$ cat config.mk
export PLATFORM = sky130hd
export DESIGN_NAME = fsk_bit_classify_byte_deframe
export DESIGN_NICKNAME = d
export VERILOG_FILES = /design/src/rtl/fbcd_pkg.sv /design/src/rtl/fbcd_classify.sv /design/src/rtl/fsk_bit_classify_byte_deframe.sv
export SDC_FILE = /design/constraint.sdc
export NUM_CORES = 1
export LEC_CHECK = 0
export ABC_AREA = 1
export ABC_CLOCK_PERIOD_IN_PS = 11100
export BUFFER_PORTS_ARGS = -buffer_cell sky130_fd_sc_hd__buf_2
export CAP_MARGIN = 0
export CORE_MARGIN = 3
export CORE_UTILIZATION = 60
export CTS_CLUSTER_SIZE = 25
export DETAILED_ROUTE_END_ITERATION = 10
export PLACE_DENSITY = 0.81
export SLEW_MARGIN = 20
export SYNTH_ARGS = -nofsm -noshare
export SYNTH_HDL_FRONTEND = slang
export SYNTH_HIERARCHICAL = 1
export SYNTH_SLANG_ARGS = --single-unit
$ cat constraint.sdc
create_clock -name clk -period 11.1 [get_ports clk]
set_input_delay 0.555 -clock clk [delete_from_list [all_inputs] [get_ports clk]]
set_output_delay 0.555 -clock clk [all_outputs]
set_load 0.01 [all_outputs]
$ cat src/rtl/fbcd_pkg.sv
// fbcd_pkg: shared types and constants for the fsk bit classifier and byte deframer
// symbol codes, result status codes and the per-depth window bounds
// no dependencies
package fbcd_pkg;

	localparam int unsigned FIELD_BITS = 16;

	typedef enum logic [1:0] {
		SYM_ZERO = 2'd0,
		SYM_ONE  = 2'd1,
		SYM_BAD  = 2'd2
	} sym_t;

	typedef enum logic [1:0] {
		ST_OK      = 2'd0,
		ST_PARITY  = 2'd1,
		ST_STOP    = 2'd2,
		ST_INVALID = 2'd3
	} status_t;

	// window bounds, lower inclusive for a one, upper exclusive
	function automatic logic [4:0] win_low(input logic [1:0] depth);
		logic [4:0] v;
		unique case (depth)
			2'd0: v = 5'd3;
			2'd1: v = 5'd5;
			2'd2: v = 5'd9;
			2'd3: v = 5'd18;
			default: v = 5'd3;
		endcase
		return v;
	endfunction

	function automatic logic [4:0] win_high(input logic [1:0] depth);
		logic [4:0] v;
		unique case (depth)
			2'd0: v = 5'd5;
			2'd1: v = 5'd7;
			2'd2: v = 5'd12;
			2'd3: v = 5'd21;
			default: v = 5'd5;
		endcase
		return v;
	endfunction

endpackage

$ cat src/rtl/fbcd_classify.sv
// fbcd_classify: turns a pair of timer periods into a zero, one or invalid symbol
// absolute difference compared against the depth-selected window
// depends on fbcd_pkg
module fbcd_classify #(
	parameter int unsigned PERIOD_BITS = 16
) (
	input  logic [fbcd_pkg::FIELD_BITS-1:0] half_period,
	input  logic [fbcd_pkg::FIELD_BITS-1:0] full_period,
	input  logic [1:0]                      depth,
	output fbcd_pkg::sym_t                  sym
);

	localparam int unsigned EFF_BITS = (PERIOD_BITS < fbcd_pkg::FIELD_BITS) ?
		PERIOD_BITS : fbcd_pkg::FIELD_BITS;
	localparam logic [fbcd_pkg::FIELD_BITS:0] MASK_WIDE =
		(({{fbcd_pkg::FIELD_BITS{1'b0}}, 1'b1}) << EFF_BITS) - 1'b1;
	localparam logic [fbcd_pkg::FIELD_BITS-1:0] MASK = MASK_WIDE[fbcd_pkg::FIELD_BITS-1:0];

	logic [fbcd_pkg::FIELD_BITS-1:0] a;
	logic [fbcd_pkg::FIELD_BITS-1:0] b;
	logic [fbcd_pkg::FIELD_BITS-1:0] diff;
	logic [fbcd_pkg::FIELD_BITS-1:0] lo;
	logic [fbcd_pkg::FIELD_BITS-1:0] hi;

	assign a    = half_period & MASK;
	assign b    = full_period & MASK;
	assign diff = (a >= b) ? (a - b) : (b - a);
	assign lo   = {{(fbcd_pkg::FIELD_BITS-5){1'b0}}, fbcd_pkg::win_low(depth)};
	assign hi   = {{(fbcd_pkg::FIELD_BITS-5){1'b0}}, fbcd_pkg::win_high(depth)};

	always_comb begin
		priority if (diff < lo) begin
			sym = fbcd_pkg::SYM_ZERO;
		end else if (diff < hi) begin
			sym = fbcd_pkg::SYM_ONE;
		end else begin
			sym = fbcd_pkg::SYM_BAD;
		end
	end

endmodule

$ cat src/rtl/fsk_bit_classify_byte_deframe.sv
// fsk_bit_classify_byte_deframe: top level of the fsk bit classifier and byte deframer
// input register, classifier, frame state and result register
// depends on fbcd_pkg and fbcd_classify
//
// Each transfer on the input channel carries a half-bit and a full-bit timer period. Their
// absolute difference, taken over the low PERIOD_BITS bits, is classified against the window
// chosen by fsk_depth into a 0, a 1 or an invalid symbol. Symbols are framed as a start 0,
// eight data bits LSB first, odd parity and a stop 1. A finished frame gives one result with
// the byte and status ok; a parity, stop or invalid-symbol fault inside a frame gives one
// result with that status and a zero byte, and restarts the framing. Every other item gives
// no result. One item is taken per clock: the item is held in the input register and its
// result, if any, is then registered in the result register; the rate drops only while an
// unread result holds the result register.
module fsk_bit_classify_byte_deframe #(
	parameter int unsigned PERIOD_BITS = 16
) (
	input  logic        clk,
	input  logic        arst_n,
	input  logic        cfg_wr_en,
	input  logic [1:0]  cfg_wr_data,
	input  logic        in_valid,
	output logic        in_ready,
	input  logic [15:0] half_period,
	input  logic [15:0] full_period,
	output logic        out_valid,
	input  logic        out_ready,
	output logic [7:0]  data_byte,
	output logic [1:0]  status
);

	localparam logic [3:0] POS_IDLE   = 4'd0;
	localparam logic [3:0] POS_PARITY = 4'd9;
	localparam logic [3:0] POS_STOP   = 4'd10;

	logic [1:0]  depth_q;
	logic        valid_s1;
	logic [15:0] half_s1;
	logic [15:0] full_s1;
	logic        adv_s1;

	logic [3:0]  pos_q;
	logic [7:0]  shift_q;
	logic        parity_q;
	logic [3:0]  pos_n;
	logic [7:0]  shift_n;
	logic        parity_n;
	logic        emit;
	logic [7:0]  emit_byte;
	fbcd_pkg::status_t emit_status;
	fbcd_pkg::sym_t    sym;
	logic        bit_val;
	logic [2:0]  bit_idx;

	logic        out_valid_q;
	logic [7:0]  data_byte_q;
	logic [1:0]  status_q;

	fbcd_classify #(
		.PERIOD_BITS(PERIOD_BITS)
	) u_classify (
		.half_period(half_s1),
		.full_period(full_s1),
		.depth      (depth_q),
		.sym        (sym)
	);

	assign adv_s1   = valid_s1 && (!out_valid_q || out_ready);
	assign in_ready = !valid_s1 || adv_s1;

	assign bit_val = (sym == fbcd_pkg::SYM_ONE);
	assign bit_idx = 3'(pos_q - 4'd1);

	always_comb begin
		pos_n       = pos_q;
		shift_n     = shift_q;
		parity_n    = parity_q;
		emit        = 1'b0;
		emit_byte   = 8'd0;
		emit_status = fbcd_pkg::ST_OK;
		priority if (pos_q == POS_IDLE) begin
			if (sym == fbcd_pkg::SYM_ZERO) begin
				pos_n = 4'd1;
			end
		end else if (pos_q > POS_STOP) begin
			pos_n    = POS_IDLE;
			shift_n  = 8'd0;
			parity_n = 1'b1;
		end else if (sym == fbcd_pkg::SYM_BAD) begin
			emit        = 1'b1;
			emit_status = fbcd_pkg::ST_INVALID;
		end else if (pos_q < POS_PARITY) begin
			shift_n[bit_idx] = bit_val;
			parity_n         = parity_q ^ bit_val;
			pos_n            = pos_q + 4'd1;
		end else if (pos_q == POS_PARITY) begin
			if (bit_val != parity_q) begin
				emit        = 1'b1;
				emit_status = fbcd_pkg::ST_PARITY;
			end else begin
				pos_n = POS_STOP;
			end
		end else begin
			emit = 1'b1;
			if (bit_val) begin
				emit_byte   = shift_q;
				emit_status = fbcd_pkg::ST_OK;
			end else begin
				emit_status = fbcd_pkg::ST_STOP;
			end
		end
		// any result ends the frame
		if (emit) begin
			pos_n    = POS_IDLE;
			shift_n  = 8'd0;
			parity_n = 1'b1;
		end
	end

	always_ff @(posedge clk or negedge arst_n) begin
		if (!arst_n) begin
			depth_q <= 2'd0;
		end else if (cfg_wr_en) begin
			depth_q <= cfg_wr_data;
		end
	end

	// input register
	always_ff @(posedge clk or negedge arst_n) begin
		if (!arst_n) begin
			valid_s1 <= 1'b0;
		end else if (in_valid && in_ready) begin
			valid_s1 <= 1'b1;
		end else if (adv_s1) begin
			valid_s1 <= 1'b0;
		end
	end

	always_ff @(posedge clk) begin
		if (in_valid && in_ready) begin
			half_s1 <= half_period;
			full_s1 <= full_period;
		end
	end

	// frame state
	always_ff @(posedge clk or negedge arst_n) begin
		if (!arst_n) begin
			pos_q    <= POS_IDLE;
			shift_q  <= 8'd0;
			parity_q <= 1'b1;
		end else if (adv_s1) begin
			pos_q    <= pos_n;
			shift_q  <= shift_n;
			parity_q <= parity_n;
		end
	end

	// result register
	always_ff @(posedge clk or negedge arst_n) begin
		if (!arst_n) begin
			out_valid_q <= 1'b0;
		end else if (adv_s1) begin
			out_valid_q <= emit;
		end else if (out_ready) begin
			out_valid_q <= 1'b0;
		end
	end

	always_ff @(posedge clk) begin
		if (adv_s1 && emit) begin
			data_byte_q <= emit_byte;
			status_q    <= emit_status;
		end
	end

	assign out_valid = out_valid_q;
	assign data_byte = data_byte_q;
	assign status    = status_q;

endmodule
; ---- Word-level counts from Yosys, hierarchy flattened
; Index checks and enable logic that the tools add are counted.
[word_totals]
register_bits = 59
output_inout_bits = 12
[op_classes]
add_sub_neg = 4
order_cmp = 7
eq_ne = 12
n_mux = 41
bitwise = 2
n_reduce_logical = 19
[op_table]
columns = op, count
row1 = $mux 8, 5
row2 = $pmux 5 s4, 2
row3 = $lt 16x5->1, 2
row4 = $mux 4, 8
row5 = $sub 16x16->16, 2
row6 = $mux 1, 17
row7 = $ge 16x16->1, 1
row8 = $mux 16, 1
row9 = $mux 2, 6
row10 = $bwmux 8, 1
row11 = $eq 2x2->1 const B, 3
row12 = $reduce_or 6->1, 1
row13 = $ne 5x5->1 const B, 1
row14 = $reduce_and 5->1, 1
row15 = $reduce_bool 5->1, 1
row16 = $add 4x1->4 const B, 1
row17 = $eq 2x1->1 const B, 2
row18 = $eq 4x4->1 const B, 1
row19 = $gt 4x4->1 const B, 1
row20 = $logic_and 1x1->1, 4
row21 = $logic_not 2->1, 2
row22 = $logic_not 4->1, 1
row23 = $lt 3x4->1 const B, 1
row24 = $lt 4x4->1 const B, 1
row25 = other kinds (16), 19

; ---- Depth between registers and ports, before layout
; Gate-level depths: netlist of the first run.
[depth]
ltp_word = 15
depth_mapped = 35
mapped_depth_nobuf = 33

; ---- Cells and area by module
; The synthesis of the first run kept the hierarchy.
[by_module_without_submodules]
columns = mod, n_inst, cells_per_inst, area_each_um2, seq_area_each_um2
row1 = fbcd_classify, 1, 495, 2532.4, 0.0
row2 = fsk_bit_classify_byte_deframe, 1, 218, 2488.6, 1687.9

; ---- Least setup slack after synthesis of the first run
; No wires, ideal clock.
[synth_timing]
path_kind = reg-to-reg
start = register half_s1[0]
end = register data_byte_q[0] (netlist: data_byte[0]) (enable)
setup_ns = 0.334
t_arrival_ns = 3.671
path_slack_ns = 7.095
path_stages_with_launch = 30
period_less_slack_ns = 4.005
cell_sequence = edfxtp_1 -> inv_1 -> ha_1 -> inv_1 -> fa_1 -> nand3_1 -> nand3_1 -> nand2_1 -> nand3_4 -> nand2_4 -> nand2_4 -> buf_6 -> o21ai_1 -> xor2_1 -> inv_1 -> ha_1 -> nand2_1 -> o21ai_0 -> nand2_1 -> inv_1 -> nand2_1 -> nor2_1 -> nand2_1 -> nor2_1 -> nand3_1 -> nand3_2 -> nand2_1 -> nand2_2 -> nand2_4 -> inv_1
[synth_between]
elab_chain_cells = 14
elab_cells_between_ends = 18
classes_between = add/sub (2) / order compare (3) / eq/ne (3) / mux (9) / reduce/logical (1)
[synth_rtl]
columns = element, line_no
row1 = from (decl), fsk_bit_classify_byte_deframe.sv:37  ; logic [15:0] half_s1;
row2 = from (signal assigned), fsk_bit_classify_byte_deframe.sv:140  ; half_s1 <= half_period;
row3 = $sub 16x16->16 / $ge 16x16->1 (equally long branches), fbcd_classify.sv:27  ; assign diff = (a >= b) ? (a - b) : (b - a);
row4 = $mux 16 (*), fbcd_classify.sv:27
row5 = $lt 16x5->1, fbcd_classify.sv:34  ; end else if (diff < hi) begin
row6 = $mux 2, fbcd_classify.sv:34
row7 = $mux 2 (*), fbcd_classify.sv:32  ; priority if (diff < lo) begin
row8 = named net sym[0], fsk_bit_classify_byte_deframe.sv:50  ; fbcd_pkg::sym_t sym;
row9 = $eq 2x1->1, fsk_bit_classify_byte_deframe.sv:70  ; assign bit_val = (sym == fbcd_pkg::SYM_ONE);
row10 = $ne 1x1->1, fsk_bit_classify_byte_deframe.sv:96  ; if (bit_val != parity_q) begin
row11 = $mux 1, fsk_bit_classify_byte_deframe.sv:96
row12 = $mux 1, fsk_bit_classify_byte_deframe.sv:95  ; end else if (pos_q == POS_PARITY) begin
row13 = $mux 1, fsk_bit_classify_byte_deframe.sv:91  ; end else if (pos_q < POS_PARITY) begin
row14 = $mux 1 (*), fsk_bit_classify_byte_deframe.sv:88  ; end else if (sym == fbcd_pkg::SYM_BAD) begin
row15 = $mux 1 (*), fsk_bit_classify_byte_deframe.sv:84  ; end else if (pos_q > POS_STOP) begin
row16 = $mux 1 (*), fsk_bit_classify_byte_deframe.sv:80  ; priority if (pos_q == POS_IDLE) begin
row17 = $logic_and 1x1->1 (*), fsk_bit_classify_byte_deframe.sv:170  ; if (adv_s1 && emit) begin
row18 = to (signal assigned), fsk_bit_classify_byte_deframe.sv:171  ; data_byte_q <= emit_byte;
row19 = to (decl), fsk_bit_classify_byte_deframe.sv:55  ; logic [7:0] data_byte_q;
; Mark *: on every way through the listed nets, which the timed path passes. The rest lies on a longest branch.
; A chain may end at the register's enable or synchronous reset.

; ---- Worst setup path in the final report of the first run
[layout_timing]
start = register half_s1[0]
end = register data_byte_q[3] (netlist: data_byte[3]) (enable)
; Same word-level chain as after synthesis.

==> qor.yml, run 1 <==
power_and_ir_drop:
  power_density_mw_per_mm2: 160
  seqPwrFrac_pct: 31.9
  switchingPower_mw: 0.368
  netSwitchingFraction_pct: 41.3
  ir_drop_mv: 0.125
  p_int_mw: 0.523
  pwr-share-clk_pct: 24.5
  p_leak_nw: 3.04
  combPwrFrac_pct: 43.6
synth:
  synth_fp_nets: 797
  synth_area_mm2: 0.00502
  ys.warnings.count: 6
  synth_edf_count: 42
  avgSynthCellArea_um2: 7.04
  synth.distinct_cells: 39
  yosys-mux-area-fraction_pct: 0.648
  yosys_register_bits: 59
  synthArstFlopShare_pct: 28.8
  synth_compound_area_share_pct: 5.06
  synth-xor-area-share_pct: 1.74
  netlist_instances: 713
  ys_seq_area_share_pct: 33.6
  synthSimpleGateAreaFrac_pct: 35.1
  synth_ff_type: "edfxtp_1"
  synth_top_family_by_area: "simple AND/OR/NAND/NOR gates"
  synth-adder-area-share_pct: 11.5
sta:
  slew_headroom_pct: 56.0
  hold_viol_final: 0
  max_freq_ghz: 0.220
  finalMaxSlewViolations: 0
  final-setup-viol-count: 0
  setup_ws_ps: 6560
  tns_ps: 0
  worstMarginPinSlew_ps: 660
  grt_setup_unrepaired: "no"
  finalWorstPathRequiredPeriod_ps: 4540
  finalCritPeriodShare_pct: 40.9
  final.setup_skew_ps: 9.05
grt:
  grt_pass1_wl_um: 19900
  antenna_found_initial: 0
  grt_remaining_overflow: 0
  grt_pass1_vias: 4391
  grt_usage_pct: 25.6
  grt_max_degree: 33
floorplanning:
  die_w_um: 97.5
  rows: 32
  die_area_mm2: 0.00950
  io_pins: 51
  initial_utilization_pct: 63.3
  die_h_um: 97.5
  core_mm2: 0.00793
cts:
  clockBufferDepth: 2
  clock_sinks: 59
  ctsHoldBuffers: 0
  clk_pin_slew_ps: 80
  cts_htree_levels: 3
  cts_tree: "yes"
  cts_resized: 0
  cts_made_buffers: 9
  clk_latency_ps: 340
  cts_root_buf: "clkbuf_8"
  cts_setup_buffers: 0
final_layout:
  area_delta_synth_final_pct: 10.8
  fin_nets: 852
  antennaDiodeCount: 0
  fillers: 715
  drive_above_1_share_pct: 14.2
critical_path:
  rr_worst_depth: 28
  cp-start-kind: "register"
  setup.worst_path.start: "half_s1[0]$_DFFE_PP_"
  worstPathArrival_ps: 4530
  crit_required_ps: 11090
  cpMostUsedCell: "nand2_1"
  cp-end-kind: "register"
  cp_slowest_stage_delay_ps: 440
  ff2ff_setup_slack_ps: 6560
  regToRegStartpoint: "half_s1[0]$_DFFE_PP_"
  worstSetupPathType: "reg -> reg"
  setup.worst_path.end: "data_byte[3]$_SDFFCE_PP0P_"
  cp_max_fo: 14
  r2r_end: "data_byte[3]$_SDFFCE_PP0P_"
  slowest_stage: "fa_1"
detailed_routing:
  dr.first_iter.drc_count: 243
  vias: 4604
  firstDrtPassIters: 6
  ant_nets: 0
  wl_per_cell_um: 13.5
  finalWirelength_um: 11800
  post-route-drc-count: 0
  vias_per_cell: 5.26
placed_design:
  place.gp.congestion: 0.948
  portBuffers: 50
  hpwl_um: 9590
  dp_worst_setup_slack_ps: 6630
run_status:
  status: "completed"
flow_run:
  cap_violations: 0
min_path:
  hold_class: "in -> async"
-- power groups by stage --
stage               clock network, mW  logic (mW)  registers [mW]
floorplan                           0       0.296           0.290
global placement                    0       0.374           0.288
detailed placement                  0       0.383           0.289
CTS                             0.221       0.384           0.285
global route                    0.234       0.440           0.288
finish                          0.218       0.388           0.285
-- routing by layer --
metal	vias up	routed length (um)	GRT usage (%)
met1	2135	5170	32.7
met5	-	0	0
li1	2322	-	-
met4	0	201	7.14
met3	19	581	4.52
met2	128	5880	44.6
-- registers in the layout (all words and copies together), names as in the netlist --
name       cells
data_byte      8
depth_q        2
full_s1       16
half_s1       16
out_valid      1
parity_q       1
pos_q          4
shift_q        8
status         2
valid_s1       1
-- synthesized netlist by cell type, types with 3 or more instances --
cell      number  area share, %
nand2_4        5            1.1
nor2_4         4           0.90
nand3_1       59            5.9
nand3_2        4           0.80
o21ai_0        6           0.60
dfrtp_1       16            8.0
nor2_1        44            3.3
nand2_1      249             19
nand2_2       10            1.2
xnor2_1        4           0.70
inv_2          9           0.67
xor2_1         6            1.0
buf_6          3           0.67
ha_1          43             11
and2_1         3           0.37
edfxtp_1      42             25
inv_1        142             11
o21ai_1        3           0.30
a21oi_1       21            2.1
nand4_1       11            1.4
-- worst max-delay path, delay by kind of cell, from the launching register on --
kind / cells / cell delay, ps
simple gates: 17 / 1820
fa+ha+maj: 3 / 890
buf+inv: 5 / 600
flops: 1 / 390
compound gates: 2 / 350
xor+xnor: 1 / 160
-- per-stage QoR --
step	std cells	instance area [um^2]	power [mW]	hold slack [ps]	util (%)
CTS	875	5560	0.890	162	70.2
global route	875	5560	0.962	156	70.2
global placement	859	5350	0.663	454	67.5
floorplan	713	5020	0.586	259	-
finish	875	5560	0.891	154	70.2
detailed placement	859	5350	0.672	466	67.5
-- kinds of logic after synthesis --
logic type                 count (synthesis)
AOI/OAI and AO/OA                         42
xor gates and xnor gates                  10
adders and majority gates                 45
buffers and inverters                    157
DFF                                       59
muxes                                      3
and+or+nand+nor                          397
-- layout by cell type (no fill, tap or decap), types with 3 or more instances in the layout --
| master | instances |
|---|---|
| nand2_1 | 249 |
| inv_1 | 141 |
| nand3_1 | 59 |
| buf_2 | 50 |
| nor2_1 | 44 |
| ha_1 | 43 |
| edfxtp_1 | 42 |
| a21oi_1 | 21 |
| dfrtp_1 | 16 |
| nand4_1 | 11 |
| inv_2 | 10 |
| nand2_2 | 10 |
| clkbuf_8 | 9 |
| o21ai_0 | 6 |
| xor2_1 | 6 |
| nand2_4 | 5 |
| nor2_4 | 4 |
| nand3_2 | 4 |
| xnor2_1 | 4 |
| o21ai_1 | 3 |
| and2_1 | 3 |
-- layout make-up --
cell class	instances	area [um^2]	area share (%)
clock inverters	6	88.8	1.60
clock buffers	10	128	2.29
repair buffers	50	250	4.50
flip-flops and latches	59	1690	30.3
multi-input cells	497	2720	48.8
inverters	151	567	10.2
well taps	102	128	2.29
-- worst min path at each step --
stage	from	to	slack, ps	depth (start not counted)
after floorplan	arst_n	depth_q[0]$_DFFE_PN0P_	260	0
after CTS	arst_n	shift_q[5]$_DFFE_PN0P_	160	1
after global placement	shift_q[1]$_DFFE_PN0P_	shift_q[1]$_DFFE_PN0P_	450	2
after global routing	arst_n	shift_q[6]$_DFFE_PN0P_	160	1
final	arst_n	shift_q[6]$_DFFE_PN0P_	150	1
after detailed placement	shift_q[4]$_DFFE_PN0P_	shift_q[4]$_DFFE_PN0P_	470	2
Power figures use the tool's default switching activity.
==> run 2, diff against run 1 <==
ABC_CLOCK_PERIOD_IN_PS = 3650   (was 11100)
CORE_UTILIZATION = 55   (was 60)
PLACE_DENSITY = 0.78   (was 0.81)
clock period = 3.65 ns   (was 11.1 ns; I/O delays follow)
==> run 2 against run 1 <==
The run now ends with setup timing left. Clock power rose to 2.8 times the previous value. Total power rose to 3.4 times the previous value. Worst hold slack got worse by 150 ps. Critical endpoint is now status[0]$_SDFFCE_PP0P_. Sequential share of layout area fell by 3.5 points. Sequential cell count did not move. Clock skew rose by 3.9 ps.
==> qor.yml, run 2 (synthesis gave the netlist of run 1 again) <==
final_layout:
  antennaDiodeCount: 0  # unchanged
  finalNonFillerCells: 940  # +7.4%
  reg_top3: "full_s1: 16 flops, half_s1: 16 flops"
  final_cell_mix: "239 x nand2_1, 136 x inv_1, 50 x buf_2, 49 x buf_4, 45 x nand3_1"
  fin_nets: 911  # +6.9%
  mostFrequentLayoutCell: "nand2_1"
  drive_above_1_share_pct: 25.4  # +11 points
  fillers: 685  # -4.2%
  final_core_util_pct: 71.4  # +1.2 points
  area_delta_synth_final_pct: 25.2
grt:
  grt_busiest_layer: "met2"
  grt_usage_pct: 25.9  # +0.24 points
  grt_remaining_overflow: 0  # unchanged
  grt_max_degree: 33  # unchanged
  grt_util_met1_pct: 32.9  # +0.20 points
  antenna_found_initial: 0  # unchanged
  met3_usage_pct: 3.99  # -0.53 points
  grt_pass1_vias: 4782  # +8.9%
  grt_pass1_wl_um: 21300  # +6.7%
  use_met2_pct: 44.3  # -0.28 points
sta:
  max_freq_ghz: 0.256  # +16%
  grt_setup_unrepaired: "yes"
  slew_headroom_pct: 49.2  # -6.8 points
  setup_ws_ps: -255  # -6820 ps
  final.setup_skew_ps: 12.9  # +3.87 ps
  final-setup-viol-count: 33  # +33
  finalMaxSlewViolations: 0  # unchanged
  worstMarginPinSlew_ps: 757  # +97.7 ps
  finalCritPeriodShare_pct: 107  # +66 points
  tns_ps: -6590  # -6590 ps
  hold_viol_final: 0  # unchanged
  finalWorstPathRequiredPeriod_ps: 3910  # -631 ps
  hold_slack_ps: 9.22  # -145 ps
detailed_routing:
  ant_nets: 0  # unchanged
  vias_per_cell: 5.31  # +0.87%
  finalWirelength_um: 13400  # +13%
  dr.first_iter.drc_count: 302  # +24%
  post-route-drc-count: 0  # unchanged
  vias: 4989  # +8.4%
  wl_per_cell_um: 14.3  # +5.4%
  firstDrtPassIters: 5  # -1
power_and_ir_drop:
  ir_drop_mv: 0.419  # +240%
  power_density_mw_per_mm2: 475  # +200%
  seqPwrFrac_pct: 29.2  # -2.7 points
  power.total_mw: 2.99  # +240%
  netSwitchingFraction_pct: 43.3  # +2.1 points
  p_leak_nw: 3.32  # +9.3%
  switchingPower_mw: 1.29  # +250%
  pwr-share-clk_pct: 20.6  # -3.9 points
  combPwrFrac_pct: 50.2  # +6.6 points
  p_int_mw: 1.69  # +220%
cts:
  cts_tree: "yes"
  clockBufferDepth: 2  # unchanged
  clock_sinks: 59  # unchanged
  cts_root_buf: "clkbuf_8"
  clk_pin_slew_ps: 80  # about the same
  cts_made_buffers: 9  # unchanged
  clk_latency_ps: 340  # about the same
  cts_htree_levels: 3  # unchanged
placed_design:
  portBuffers: 50  # unchanged
  place.gp.congestion: 1.01  # +6.7%
  hpwl_um: 9870  # +2.9%
  dp.cells: 901  # +4.9%
critical_path:
  setup.worst_path.end: "status[0]$_SDFFCE_PP0P_"
  setup.worst_path.start: "half_s1[0]$_DFFE_PP_"
  cp_max_fo: 5  # -9
  crit_required_ps: 3730  # -7360 ps
  r2r_end: "status[0]$_SDFFCE_PP0P_"
  rr_worst_depth: 27  # -3.6%
  worstPathArrival_ps: 3990  # -540 ps
  worstSetupPathType: "reg -> reg"
  cp-start-kind: "register"
  regToRegStartpoint: "half_s1[0]$_DFFE_PP_"
  ff2ff_setup_slack_ps: -260  # -6820 ps
  cp-end-kind: "register"
run_status:
  violations: "setup timing"
  status: "finished with violations"
min_path:
  holdCritStartpoint: "full_period[15]"
  hold_path_depth: 1
  hold_class: "in -> reg"
floorplanning:
  die_area_mm2: 0.0103  # +8.5%
  die_h_um: 102  # +4.2%
  rows: 34  # +6.3%
  io_pins: 51  # unchanged
  die_w_um: 102  # +4.2%
  core_mm2: 0.00881  # +11%
  initial_utilization_pct: 57.0  # -6.3 points
flow_run:
  cap_violations: 0  # unchanged
[run 2: cell types whose count changed in the layout (fill, tap and decap cells not counted), moves of 7 or more]
cell     before  now
nand2_1     249  239
nand2_2      10   17
nor2_1       44   35
nand3_1      59   45
nand3_2       4   15
buf_4         0   49
[run 2: how the worst min path moves through the flow]
| stage | endpoint | slack, ps |
|---|---|---|
| after global routing | half_s1[9]$_DFFE_PP_ | 0.2 |
| final | full_s1[15]$_DFFE_PP_ | 9 |
| after floorplan | depth_q[0]$_DFFE_PN0P_ | -110 |
| after global placement | shift_q[4]$_DFFE_PN0P_ | 140 |
| after detailed placement | shift_q[6]$_DFFE_PN0P_ | 150 |
| after CTS | full_s1[15]$_DFFE_PP_ | 0.7 |
[run 2: layout make-up]
type / instances / area (um^2) / share of cell area, %
multi-input cells: 499 / 2990 / 47.6
flip-flops and latches: 59 / 1690 / 26.8
repair buffers: 106 / 698 / 11.1
inverters: 151 / 576 / 9.15
well taps: 108 / 135 / 2.15
clock buffers: 10 / 128 / 2.03
clock inverters: 6 / 66.3 / 1.05
repair inverters: 1 / 7.51 / 0.119
[run 2: worst max-delay path, stage by stage (launching register included)]
cell and delay [ps]:
edfxtp_1 390, inv_1 80, ha_2 170, inv_2 40
fa_2 340, nand3_2 80, nand3_2 80, buf_4 140
buf_4 120, buf_4 120, buf_4 130, buf_4 140
mux2i_1 160, xnor2_1 100, ha_1 280, nand2_1 70
inv_1 60, nand2_1 60, nor2_1 100, nand2_1 90
nor2_4 170, nand2_2 100, nand2_4 80, nand3_4 80
nand2_4 100, nand2_4 70, nand2_8 120, clkinvlp_4 180
[run 2: what timing repair did]
item / 4_1_cts / 5_1_grt
cloned: 3 / 0
setup endpoints to repair: 31 / 34
pin swaps: 2 / 18
gates resized for setup: 21 / 28
hold buffers: 1 / 1
endpoints found under the hold margin: 16 / 1
buffers inserted: 11 / 8
[run 2: stage by stage]
stage	cell area (um^2)	worst slack, ps
floorplan	5120	-115
global placement	5720	-52.3
detailed placement	5720	-270
CTS	6120	-152
global route	6290	-478
finish	6290	-255
[run 2: power groups by stage]
stage                     Clock, mW  Combinational, mW  Sequential (mW)
after floorplan                   0              0.950            0.884
after global placement            0               1.24            0.879
after detailed placement          0               1.28            0.882
after CTS                     0.617               1.41            0.868
after global routing          0.645               1.66            0.880
final                         0.616               1.50            0.873
[run 2: routing by layer]
layer	routed length, um	part of all wire [%]
met1	5550	41
met4	349	2.6
met2	6720	50
met5	0	0
met3	798	6.0
